## src/design/pidc_pkg.sv

```systemverilog
// ----------------------------------------------------------------------------
// pidc_pkg
// Shared constants, types and the term schedule of the two-mode PID controller.
// ----------------------------------------------------------------------------
package pidc_pkg;

  localparam int SAMPLE_WIDTH_DEF = 16;
  localparam int FRAC_BITS_DEF    = 8;

  localparam int GAIN_W   = 16;
  localparam int WEIGHT_W = 9;
  localparam int DRIVE_W  = 32;
  localparam int STATE_W  = 32;

  // digit-serial multiplier: unsigned 16-bit multiplier, 4-bit digits
  localparam int MULT_W    = 16;
  localparam int DIGIT_W   = 4;
  localparam int DIGITS    = MULT_W / DIGIT_W;
  localparam int DIG_CNT_W = $clog2(DIGITS + 1);

  localparam logic [MULT_W-1:0]   SMOOTH_OLD = 16'd58982;  // 0.9 in Q0.16
  localparam logic [MULT_W-1:0]   SMOOTH_NEW = 16'd6554;   // 0.1 in Q0.16
  localparam logic [WEIGHT_W-1:0] WEIGHT_ONE = 9'd256;     // 1.0 in Q0.8

  localparam int FD_SHIFT     = 8;
  localparam int SMOOTH_SHIFT = 16;

  localparam logic MODE_POSITIONAL  = 1'b0;
  localparam logic MODE_INCREMENTAL = 1'b1;

  // configuration port
  localparam int CFG_INDEX_W = 3;
  localparam int CFG_DATA_W  = 16;

  typedef enum logic [CFG_INDEX_W-1:0] {
    REG_MODE         = 3'd0,
    REG_GAIN_P       = 3'd1,
    REG_GAIN_I       = 3'd2,
    REG_GAIN_D       = 3'd3,
    REG_DERIV_WEIGHT = 3'd4
  } cfg_reg_t;

  localparam logic [GAIN_W-1:0]   GAIN_P_RST       = 16'd512;
  localparam logic [GAIN_W-1:0]   GAIN_I_RST       = 16'd0;
  localparam logic [GAIN_W-1:0]   GAIN_D_RST       = 16'd1280;
  localparam logic [WEIGHT_W-1:0] DERIV_WEIGHT_RST = 9'd205;

  // multiply-accumulate schedule
  localparam int TERM_W = 3;

  typedef enum logic [2:0] {
    MC_D_SHIFT,    // (e - prior) in fraction units
    MC_FD,         // filtered derivative
    MC_E_SHIFT,    // e in fraction units
    MC_E_MINUS_L,  // ef - L
    MC_E_SECOND,   // ef - 2L + P
    MC_L,
    MC_P
  } mc_sel_t;

  typedef enum logic [2:0] {
    ML_WEIGHT,
    ML_WEIGHT_COMP,
    ML_KP,
    ML_KI,
    ML_KD,
    ML_OLD,
    ML_NEW
  } ml_sel_t;

  typedef enum logic [2:0] {
    POST_NONE,
    POST_FD,
    POST_DRIVE,
    POST_PREV,
    POST_LAST
  } post_t;

  typedef struct packed {
    mc_sel_t mc;
    ml_sel_t ml;
    logic    clear;
    post_t   post;
    logic    last;
  } term_t;

  typedef enum logic [1:0] {
    ST_IDLE,
    ST_LOAD,
    ST_RUN,
    ST_OUT
  } state_t;

  typedef struct packed {
    logic  capture;
    logic  load;
    logic  apply;
    logic  out_load;
    term_t term;
  } ctl_t;

  function automatic term_t term_lookup(input logic mode, input logic [TERM_W-1:0] idx);
    term_t t;
    t = '{mc: MC_FD, ml: ML_KD, clear: 1'b0, post: POST_NONE, last: 1'b1};
    if (mode == MODE_POSITIONAL) begin
      unique case (idx)
        3'd0:    t = '{mc: MC_D_SHIFT, ml: ML_WEIGHT,      clear: 1'b1,
                       post: POST_NONE,  last: 1'b0};
        3'd1:    t = '{mc: MC_FD,      ml: ML_WEIGHT_COMP, clear: 1'b0,
                       post: POST_FD,    last: 1'b0};
        3'd2:    t = '{mc: MC_E_SHIFT, ml: ML_KP,          clear: 1'b1,
                       post: POST_NONE,  last: 1'b0};
        3'd3:    t = '{mc: MC_FD,      ml: ML_KD,          clear: 1'b0,
                       post: POST_DRIVE, last: 1'b1};
        default: t = '{mc: MC_FD,      ml: ML_KD,          clear: 1'b0,
                       post: POST_NONE,  last: 1'b1};
      endcase
    end else begin
      unique case (idx)
        3'd0:    t = '{mc: MC_E_MINUS_L, ml: ML_KP,  clear: 1'b1,
                       post: POST_NONE,  last: 1'b0};
        3'd1:    t = '{mc: MC_E_SHIFT,   ml: ML_KI,  clear: 1'b0,
                       post: POST_NONE,  last: 1'b0};
        3'd2:    t = '{mc: MC_E_SECOND,  ml: ML_KD,  clear: 1'b0,
                       post: POST_DRIVE, last: 1'b0};
        3'd3:    t = '{mc: MC_L,         ml: ML_OLD, clear: 1'b1,
                       post: POST_NONE,  last: 1'b0};
        3'd4:    t = '{mc: MC_P,         ml: ML_NEW, clear: 1'b0,
                       post: POST_PREV,  last: 1'b0};
        3'd5:    t = '{mc: MC_E_SHIFT,   ml: ML_OLD, clear: 1'b1,
                       post: POST_NONE,  last: 1'b0};
        3'd6:    t = '{mc: MC_L,         ml: ML_NEW, clear: 1'b0,
                       post: POST_LAST,  last: 1'b1};
        default: t = '{mc: MC_FD,        ml: ML_KD,  clear: 1'b0,
                       post: POST_NONE,  last: 1'b1};
      endcase
    end
    return t;
  endfunction

endpackage

```

## src/design/pidc_if.sv

```systemverilog
// ----------------------------------------------------------------------------
// pidc_if
// Valid/ready channels of the PID controller: sample in, drive out.
// ----------------------------------------------------------------------------
interface pidc_sample_if #(
  parameter int SAMPLE_WIDTH = pidc_pkg::SAMPLE_WIDTH_DEF
);
  logic                           valid;
  logic                           ready;
  logic signed [SAMPLE_WIDTH-1:0] measured;
  logic signed [SAMPLE_WIDTH-1:0] target;

  modport source (output valid, measured, target, input ready);
  modport sink   (input valid, measured, target, output ready);
endinterface

interface pidc_drive_if;
  import pidc_pkg::*;

  logic                      valid;
  logic                      ready;
  logic signed [DRIVE_W-1:0] drive;

  modport source (output valid, drive, input ready);
  modport sink   (input valid, drive, output ready);
endinterface

```

## src/design/pidc_mac.sv

```systemverilog
// ----------------------------------------------------------------------------
// pidc_mac
// Digit-serial multiply-accumulate: one 4-bit digit of the unsigned
// multiplier per cycle, multiplicand shifted up a digit each step.
// ----------------------------------------------------------------------------
module pidc_mac #(
  parameter int MC_W  = 38,
  parameter int ACC_W = 56
) (
  input  logic                          clk,
  input  logic                          rst,
  input  logic                          load,
  input  logic                          clear,
  input  logic signed [MC_W-1:0]        mcand,
  input  logic [pidc_pkg::MULT_W-1:0]   mult,
  output logic                          busy,
  output logic signed [ACC_W-1:0]       acc
);
  import pidc_pkg::*;

  logic signed [ACC_W-1:0]         mc_sh;
  logic [MULT_W-1:0]               mul_sh;
  logic [DIG_CNT_W-1:0]            cnt;
  logic signed [ACC_W+DIGIT_W:0]   pp;

  assign busy = (cnt != '0);
  assign pp   = mc_sh * $signed({1'b0, mul_sh[DIGIT_W-1:0]});

  always_ff @(posedge clk) begin
    if (rst) begin
      cnt <= '0;
    end else if (load) begin
      cnt <= DIG_CNT_W'(DIGITS);
    end else if (busy) begin
      cnt <= cnt - DIG_CNT_W'(1);
    end
  end

  always_ff @(posedge clk) begin
    if (load) begin
      mc_sh  <= ACC_W'(mcand);
      mul_sh <= mult;
      if (clear) begin
        acc <= '0;
      end
    end else if (busy) begin
      acc    <= acc + $signed(pp[ACC_W-1:0]);
      mc_sh  <= mc_sh <<< DIGIT_W;
      mul_sh <= mul_sh >> DIGIT_W;
    end
  end

endmodule

```

## src/design/pidc_ctrl.sv

```systemverilog
// ----------------------------------------------------------------------------
// pidc_ctrl
// Sequencer: steps through the multiply-accumulate terms of the active mode
// and hands each finished sum to the datapath.
// ----------------------------------------------------------------------------
module pidc_ctrl (
  input  logic            clk,
  input  logic            rst,
  input  logic            mode,
  input  logic            sample_valid,
  input  logic            mac_busy,
  input  logic            out_free,
  output logic            sample_ready,
  output pidc_pkg::ctl_t  ctl
);
  import pidc_pkg::*;

  state_t              state;
  state_t              state_next;
  logic [TERM_W-1:0]   idx;
  logic [TERM_W-1:0]   idx_next;
  term_t               term;

  assign term = term_lookup(mode, idx);

  always_ff @(posedge clk) begin
    if (rst) begin
      state <= ST_IDLE;
      idx   <= '0;
    end else begin
      state <= state_next;
      idx   <= idx_next;
    end
  end

  always_comb begin
    state_next = state;
    idx_next   = idx;
    unique case (state)
      ST_IDLE: begin
        idx_next = '0;
        if (sample_valid) begin
          state_next = ST_LOAD;
        end
      end
      ST_LOAD: begin
        state_next = ST_RUN;
      end
      ST_RUN: begin
        if (!mac_busy) begin
          if (term.last) begin
            state_next = ST_OUT;
          end else begin
            state_next = ST_LOAD;
            idx_next   = idx + TERM_W'(1);
          end
        end
      end
      ST_OUT: begin
        if (out_free) begin
          state_next = ST_IDLE;
        end
      end
      default: state_next = ST_IDLE;
    endcase
  end

  always_comb begin
    sample_ready = (state == ST_IDLE);
    ctl.capture  = (state == ST_IDLE) && sample_valid;
    ctl.load     = (state == ST_LOAD);
    ctl.apply    = (state == ST_RUN) && !mac_busy;
    ctl.out_load = (state == ST_OUT) && out_free;
    ctl.term     = term;
  end

endmodule

```

## src/design/pid_controller_two_mode.sv

```systemverilog
// ----------------------------------------------------------------------------
// pid_controller_two_mode
// Two-mode fixed-point PID controller: positional PD with a filtered
// derivative, or incremental PID with smoothed error histories.
// ----------------------------------------------------------------------------
//  channel  dir  handshake          payload
//  sample   in   valid/ready        measured, target (signed SAMPLE_WIDTH)
//  result   out  valid/ready        drive (signed 32, 1/256 units)
//  cfg      in   cfg_we, no stall   cfg_index, cfg_data
//
//  One item is one digit-serial multiply-accumulate pass per term, each term a
//  load step and then the digit steps; a sample takes 4 terms in positional
//  mode and 7 in incremental mode, and is finished before the next is accepted.
//  A new sample is taken while an earlier drive still waits in the output
//  register; the result waits in its own state if that register is still full.
//  Synchronous reset clears the controller state and loads the register defaults.
// ----------------------------------------------------------------------------
module pid_controller_two_mode #(
  parameter int SAMPLE_WIDTH = pidc_pkg::SAMPLE_WIDTH_DEF,
  parameter int FRAC_BITS    = pidc_pkg::FRAC_BITS_DEF
) (
  input  logic                              clk,
  input  logic                              rst,
  input  logic                              cfg_we,
  input  logic [pidc_pkg::CFG_INDEX_W-1:0]  cfg_index,
  input  logic [pidc_pkg::CFG_DATA_W-1:0]   cfg_data,
  pidc_sample_if.sink                       sample,
  pidc_drive_if.source                      result
);
  import pidc_pkg::*;

  localparam int E_W   = SAMPLE_WIDTH + 1;
  localparam int D_W   = SAMPLE_WIDTH + 2;
  localparam int MC_W  = (((D_W + FRAC_BITS) > STATE_W) ? (D_W + FRAC_BITS) : STATE_W) + 3;
  localparam int ACC_W = MC_W + MULT_W + 2;
  localparam int RND_W = ACC_W + 1;

  localparam logic signed [RND_W-1:0] SAT_HI = (RND_W'(1) <<< (STATE_W - 1)) - RND_W'(1);
  localparam logic signed [RND_W-1:0] SAT_LO = -(RND_W'(1) <<< (STATE_W - 1));

  // configuration registers
  logic                 cfg_mode;
  logic [GAIN_W-1:0]    gain_p;
  logic [GAIN_W-1:0]    gain_i;
  logic [GAIN_W-1:0]    gain_d;
  logic [WEIGHT_W-1:0]  deriv_weight;

  // controller state
  logic signed [E_W-1:0]      prior_error;
  logic signed [STATE_W-1:0]  filtered_deriv;
  logic signed [STATE_W-1:0]  smoothed_last_error;
  logic signed [STATE_W-1:0]  smoothed_prev_error;

  logic signed [E_W-1:0]      err;
  logic signed [DRIVE_W-1:0]  drive_res;
  logic                       out_valid;
  logic signed [DRIVE_W-1:0]  out_drive;

  ctl_t                       ctl;
  logic                       sample_ready;
  logic                       out_free;
  logic                       mac_busy;
  logic signed [ACC_W-1:0]    acc;

  logic signed [D_W-1:0]      d_int;
  logic signed [MC_W-1:0]     ef;
  logic signed [MC_W-1:0]     mcand;
  logic [MULT_W-1:0]          mult;
  logic [WEIGHT_W-1:0]        w_eff;
  logic [WEIGHT_W-1:0]        w_comp;

  logic signed [RND_W-1:0]    rnd_fd;
  logic signed [RND_W-1:0]    rnd_frac;
  logic signed [RND_W-1:0]    rnd_smooth;

  function automatic logic signed [STATE_W-1:0] sat_state(input logic signed [RND_W-1:0] x);
    logic signed [STATE_W-1:0] r;
    if (x > SAT_HI) begin
      r = SAT_HI[STATE_W-1:0];
    end else if (x < SAT_LO) begin
      r = SAT_LO[STATE_W-1:0];
    end else begin
      r = x[STATE_W-1:0];
    end
    return r;
  endfunction

  // -- configuration --------------------------------------------------------
  always_ff @(posedge clk) begin
    if (rst) begin
      cfg_mode     <= MODE_POSITIONAL;
      gain_p       <= GAIN_P_RST;
      gain_i       <= GAIN_I_RST;
      gain_d       <= GAIN_D_RST;
      deriv_weight <= DERIV_WEIGHT_RST;
    end else if (cfg_we) begin
      case (cfg_reg_t'(cfg_index))
        REG_MODE:         cfg_mode     <= cfg_data[0];
        REG_GAIN_P:       gain_p       <= cfg_data[GAIN_W-1:0];
        REG_GAIN_I:       gain_i       <= cfg_data[GAIN_W-1:0];
        REG_GAIN_D:       gain_d       <= cfg_data[GAIN_W-1:0];
        REG_DERIV_WEIGHT: deriv_weight <= cfg_data[WEIGHT_W-1:0];
        default: ;
      endcase
    end
  end

  // -- sequencer and serial MAC ---------------------------------------------
  assign out_free     = !out_valid || result.ready;
  assign sample.ready = sample_ready;

  pidc_ctrl u_ctrl (
    .clk          (clk),
    .rst          (rst),
    .mode         (cfg_mode),
    .sample_valid (sample.valid),
    .mac_busy     (mac_busy),
    .out_free     (out_free),
    .sample_ready (sample_ready),
    .ctl          (ctl)
  );

  pidc_mac #(
    .MC_W  (MC_W),
    .ACC_W (ACC_W)
  ) u_mac (
    .clk   (clk),
    .rst   (rst),
    .load  (ctl.load),
    .clear (ctl.term.clear),
    .mcand (mcand),
    .mult  (mult),
    .busy  (mac_busy),
    .acc   (acc)
  );

  // -- operand selection ----------------------------------------------------
  assign d_int  = D_W'(err) - D_W'(prior_error);
  assign ef     = MC_W'(err) <<< FRAC_BITS;
  assign w_eff  = (deriv_weight > WEIGHT_ONE) ? WEIGHT_ONE : deriv_weight;
  assign w_comp = WEIGHT_ONE - w_eff;

  always_comb begin
    unique case (ctl.term.mc)
      MC_D_SHIFT:   mcand = MC_W'(d_int) <<< FRAC_BITS;
      MC_FD:        mcand = MC_W'(filtered_deriv);
      MC_E_SHIFT:   mcand = ef;
      MC_E_MINUS_L: mcand = ef - MC_W'(smoothed_last_error);
      MC_E_SECOND:  mcand = ef - (MC_W'(smoothed_last_error) <<< 1)
                               + MC_W'(smoothed_prev_error);
      MC_L:         mcand = MC_W'(smoothed_last_error);
      MC_P:         mcand = MC_W'(smoothed_prev_error);
      default:      mcand = '0;
    endcase
  end

  always_comb begin
    unique case (ctl.term.ml)
      ML_WEIGHT:      mult = MULT_W'(w_eff);
      ML_WEIGHT_COMP: mult = MULT_W'(w_comp);
      ML_KP:          mult = gain_p;
      ML_KI:          mult = gain_i;
      ML_KD:          mult = gain_d;
      ML_OLD:         mult = SMOOTH_OLD;
      ML_NEW:         mult = SMOOTH_NEW;
      default:        mult = '0;
    endcase
  end

  // -- round to nearest (ties up) of the finished sum -----------------------
  assign rnd_fd     = (RND_W'(acc) + (RND_W'(1) <<< (FD_SHIFT - 1))) >>> FD_SHIFT;
  assign rnd_frac   = (RND_W'(acc) + (RND_W'(1) <<< (FRAC_BITS - 1))) >>> FRAC_BITS;
  assign rnd_smooth = (RND_W'(acc) + (RND_W'(1) <<< (SMOOTH_SHIFT - 1))) >>> SMOOTH_SHIFT;

  // -- datapath registers ---------------------------------------------------
  always_ff @(posedge clk) begin
    if (ctl.capture) begin
      err <= E_W'(sample.target) - E_W'(sample.measured);
    end
    if (ctl.apply && (ctl.term.post == POST_DRIVE)) begin
      drive_res <= sat_state(rnd_frac);
    end
  end

  always_ff @(posedge clk) begin
    if (rst) begin
      prior_error         <= '0;
      filtered_deriv      <= '0;
      smoothed_last_error <= '0;
      smoothed_prev_error <= '0;
    end else if (ctl.apply) begin
      unique case (ctl.term.post)
        POST_NONE: ;
        POST_FD: begin
          filtered_deriv <= sat_state(rnd_fd);
          prior_error    <= err;
        end
        POST_DRIVE: ;
        POST_PREV: smoothed_prev_error <= sat_state(rnd_smooth);
        POST_LAST: smoothed_last_error <= sat_state(rnd_smooth);
        default: ;
      endcase
    end
  end

  // -- output register ------------------------------------------------------
  always_ff @(posedge clk) begin
    if (rst) begin
      out_valid <= 1'b0;
    end else if (ctl.out_load) begin
      out_valid <= 1'b1;
    end else if (result.ready) begin
      out_valid <= 1'b0;
    end
  end

  always_ff @(posedge clk) begin
    if (ctl.out_load) begin
      out_drive <= drive_res;
    end
  end

  assign result.valid = out_valid;
  assign result.drive = out_drive;

endmodule
```

## src/flat_wrapper.sv

```systemverilog
// flat-port wrapper written by rule: the top's interface ports become plain ports
module pid_controller_two_mode_flat import pidc_pkg::*;
#(
  parameter int SAMPLE_WIDTH = pidc_pkg::SAMPLE_WIDTH_DEF,
  parameter int FRAC_BITS    = pidc_pkg::FRAC_BITS_DEF
)
  (clk, rst, cfg_we, cfg_index, cfg_data, sample_valid, sample_measured, sample_target, sample_ready, result_valid, result_drive, result_ready);
  pidc_sample_if #(.SAMPLE_WIDTH(SAMPLE_WIDTH)) sample_i ();
  pidc_drive_if result_i ();
  input  logic clk;
  input  logic rst;
  input  logic cfg_we;
  input  logic [pidc_pkg::CFG_INDEX_W-1:0] cfg_index;
  input  logic [pidc_pkg::CFG_DATA_W-1:0] cfg_data;
  input wire logic [$bits(sample_i.valid)-1:0] sample_valid;
  input wire logic [$bits(sample_i.measured)-1:0] sample_measured;
  input wire logic [$bits(sample_i.target)-1:0] sample_target;
  output wire logic [$bits(sample_i.ready)-1:0] sample_ready;
  output wire logic [$bits(result_i.valid)-1:0] result_valid;
  output wire logic [$bits(result_i.drive)-1:0] result_drive;
  input wire logic [$bits(result_i.ready)-1:0] result_ready;
  assign sample_i.valid = sample_valid;
  assign sample_i.measured = sample_measured;
  assign sample_i.target = sample_target;
  assign sample_ready = sample_i.ready;
  assign result_valid = result_i.valid;
  assign result_drive = result_i.drive;
  assign result_i.ready = result_ready;
  pid_controller_two_mode #(.SAMPLE_WIDTH(SAMPLE_WIDTH), .FRAC_BITS(FRAC_BITS)) u_core (.clk(clk), .rst(rst), .cfg_we(cfg_we), .cfg_index(cfg_index), .cfg_data(cfg_data), .sample(sample_i), .result(result_i));
endmodule
```

## config.mk

```make
export PLATFORM = sky130hd
export DESIGN_NAME = pid_controller_two_mode_flat
export DESIGN_NICKNAME = d
export VERILOG_FILES = /design/src/design/pidc_pkg.sv /design/src/design/pidc_if.sv /design/src/design/pidc_mac.sv /design/src/design/pidc_ctrl.sv /design/src/design/pid_controller_two_mode.sv /design/src/flat_wrapper.sv
export SDC_FILE = /design/constraint.sdc
export NUM_CORES = 2
export LEC_CHECK = 0
export BUFFER_PORTS_ARGS = -buffer_cell sky130_fd_sc_hd__buf_2
export CAP_MARGIN = 25
export CORE_AREA = 2 2 229 231
export CTS_CLUSTER_DIAMETER = 30
export DETAILED_ROUTE_END_ITERATION = 10
export DIE_AREA = 0 0 231 233
export HOLD_SLACK_MARGIN = 0.15
export PLACE_DENSITY = 0.8
export SLEW_MARGIN = 5
export SYNTH_ARGS = -nofsm -noshare
export SYNTH_HDL_FRONTEND = slang
export SYNTH_SLANG_ARGS = --single-unit
```

## constraint.sdc

```tcl
create_clock -name clk -period 11.9 [get_ports clk]
set_input_delay 1.785 -clock clk [delete_from_list [all_inputs] [get_ports clk]]
set_output_delay 1.785 -clock clk [all_outputs]
set_load 0.03 [all_outputs]
```

==> results.toml <==
[detailed_routing]
vias = 28400
ant_nets = 0
routed_wl_um = 95100
first_pass_iters = 7
drcViolationCount = 0
detail_route.wl_per_cell_um = 20.6
route.detailed.vias_per_inst = 6.17
drt_iter0_drc = 3114

[sta]
hold_ws_ps = 411
relSlewSlack = 0.257
max_freq_ghz = 0.162
hold_violations = 0
setup_tns_ps = 0
finalSetupViolCount = 0
final.min_clock_period_ps = 6160
postLayoutSetupSlackWorst_ps = 5740
post-route-period-util = 0.517
final_max_slew_viol_count = 0
rsz0062_at_grt = "no"
worstMarginPinSlew_ps = 1100
skew_ps = 41.3

[yosys]
ys_top_cells_by_area = "edfxtp_1 19%, dfxtp_1 11%, fa_1 11%, ha_1 8.3%, nand2_1 6.2%"
synth_seq_cells = 383
syn-mean-instance-area_um2 = 8.38
async_flop_share = 0
synth-edff-count = 203
synth_ff_type = "edfxtp_1"
yosys.area.top_type_share = 0.191
yosys.area.top_type = "edfxtp_1"
yosys_warnings = 0
synth_cell_types = 87
synth_cells = 3804
syn-cell-area_um2 = 31900
syn_nets = 4249
seq_area_frac_synth = 0.304

[die]
die_height_um = 233
die_x_um = 231
core_um2 = 51100
fp-row-count = 83
num_io_pins = 90
start_util = 0.624
dieArea_um2 = 53800

[status]
status = "complete, no violations"

[layout]
fin_util = 0.703
fillers = 4060
final_common_cell = "nand2_1"
num-nets-final = 4301
drive_above_1_share = 0.0867
diodes = 0
area_growth_pct = 12.7
layout_common_cells = "529 x nand2_1, 473 x inv_1, 311 x nor2_1, 267 x a21oi_1, 212 x ha_1"

[worst_setup_path]
path_cells = "buf_4, nand2_1, fa_1, inv_1, fa_1, inv_1, fa_1, inv_1, ha_1, o21ai_0, o211ai_1, nand4_1, nand2_1, a221oi_1, o41ai_1, o21ai_0, o21bai_1, o31ai_1, mux2i_1"
worst_path_max_delay_cell = "o21ai_0"
crit_path_end_kind = "flop"
path_class = "reg2reg"
cp-start-kind = "flop"
r2r_cells = 19
path_depth = 19
r2r_slack_ps = 5740
cp_top_family = "compound AO/OA/AOI/OAI gates"
worstPathBufferInverterCount = 4
cp.arrival_ps = 6530
critPathRequiredTime_ps = 12270
crit_fanout = 52
critPathMaxStageDelay_ps = 650

[clock_network]
tritoncts = "yes"
clock_latency_ps = 650
clk_path_buf_depth = 3
post-cts-setup-buffer-count = 0
cts_buffers = 89
cts_hold_buf = 0
cts_root_buf = "clkbuf_16"
cts.sinks = 383
htreeDepth = 3
clk_pin_slew_ps = 50
cts_resized = 0

[place]
pre_cts_ws_ps = 5790
dp_hpwl_um = 68500
port_buffers = 89
gp_congestion = 1.00

[global_routing]
antenna_found_initial = 1
overflow = 0
grt_max_degree = 106
grt_usage = 0.357
grt_first_pass_wirelength_um = 150000
grt_pass1_vias = 27600

[flow_run]
cap_viol_max_count = 0

[hold_path]
min_delay_path_depth = 0
hp-class = "reg2reg"
## Yosys cell counts (all sizes together), types with 50 or more instances
cell type,count
and2,134
clkbuf,142
nand2,533
inv,473
o21ai,158
dfxtp,180
edfxtp,203
fa,177
ha,212
a211oi,91
nor3,79
nand3,58
a21o,50
a21oi,269
xnor2,146
nor2,315
## metrics by stage
stage,cells,area [um2]
CTS,4610,35900
global placement,4444,32900
global route,4611,35900
finish,4611,35900
detailed placement,4444,32900
floorplan,3804,31900
## area by class of cell
class | instances | area (um2) | area share
Clock buffer | 108 | 2430 | 0.0677
Clock inverter | 58 | 588 | 0.0164
Inverter | 473 | 1780 | 0.0494
Multi-Input combinational cell | 2779 | 19800 | 0.551
Sequential cell | 383 | 9700 | 0.270
Tap cell | 680 | 851 | 0.0237
Timing Repair Buffer | 130 | 772 | 0.0215
## sequential cells by signal (all words and copies together) (netlist names)
signal / flops
u_core.filtered_deriv: 32
u_core.result.valid: 1
u_core.smoothed_last_error: 32
u_core.cfg_mode: 1
u_core.u_mac.acc: 53
u_core.drive_res: 32
u_core.u_mac.mc_sh: 53
u_core.gain_p: 16
u_core.u_ctrl.state: 2
u_core.gain_d: 16
u_core.smoothed_prev_error: 32
u_core.u_ctrl.idx: 3
u_core.gain_i: 16
u_core.result.drive: 32
u_core.err: 17
u_core.u_mac.cnt: 3
u_core.deriv_weight: 9
u_core.prior_error: 17
u_core.u_mac.mul_sh: 16
## path summary, 6_finish.rpt
kind | start | endpoint
setup / recovery | u_core.u_mac.mul_sh[1] | u_core.u_mac.acc[48]
hold / removal | u_core.drive_res[2] | u_core.result.drive[2]
setup reg to reg | u_core.u_mac.mul_sh[1] | u_core.u_mac.acc[48]
hold reg to reg | u_core.drive_res[2] | u_core.result.drive[2]
## routing by layer
metal,GRT usage,part of all wire,vias to the layer above
li1,-,-,13100
met1,0.470,0.40,13500
met2,0.574,0.45,1530
met3,0.0673,0.099,320
met4,0.160,0.048,2
met5,0,0.00012,-
## worst reg2reg max path, stage by stage, from the launching register on
cell and delay [ps]:
edfxtp_1 320, buf_4 510, nand2_1 190, fa_1 550
inv_1 50, fa_1 470, inv_1 50, fa_1 530
inv_1 40, ha_1 350, o21ai_0 290, o211ai_1 160
nand4_1 200, nand2_1 160, a221oi_1 520, o41ai_1 170
o21ai_0 650, o21bai_1 230, o31ai_1 320, mux2i_1 110
## kinds of logic after synthesis
family,synth area share
DFF,0.304
buffers and inverters,0.0775
muxes,0.00949
adders and majority gates,0.194
xor gates and xnor gates,0.0533
AOI/OAI and AO/OA,0.170
and+or+nand+nor,0.192
Power is left out: the tool's default activity adds up to more than one toggle a clock period on the data nets, which glitch-free logic cannot reach.
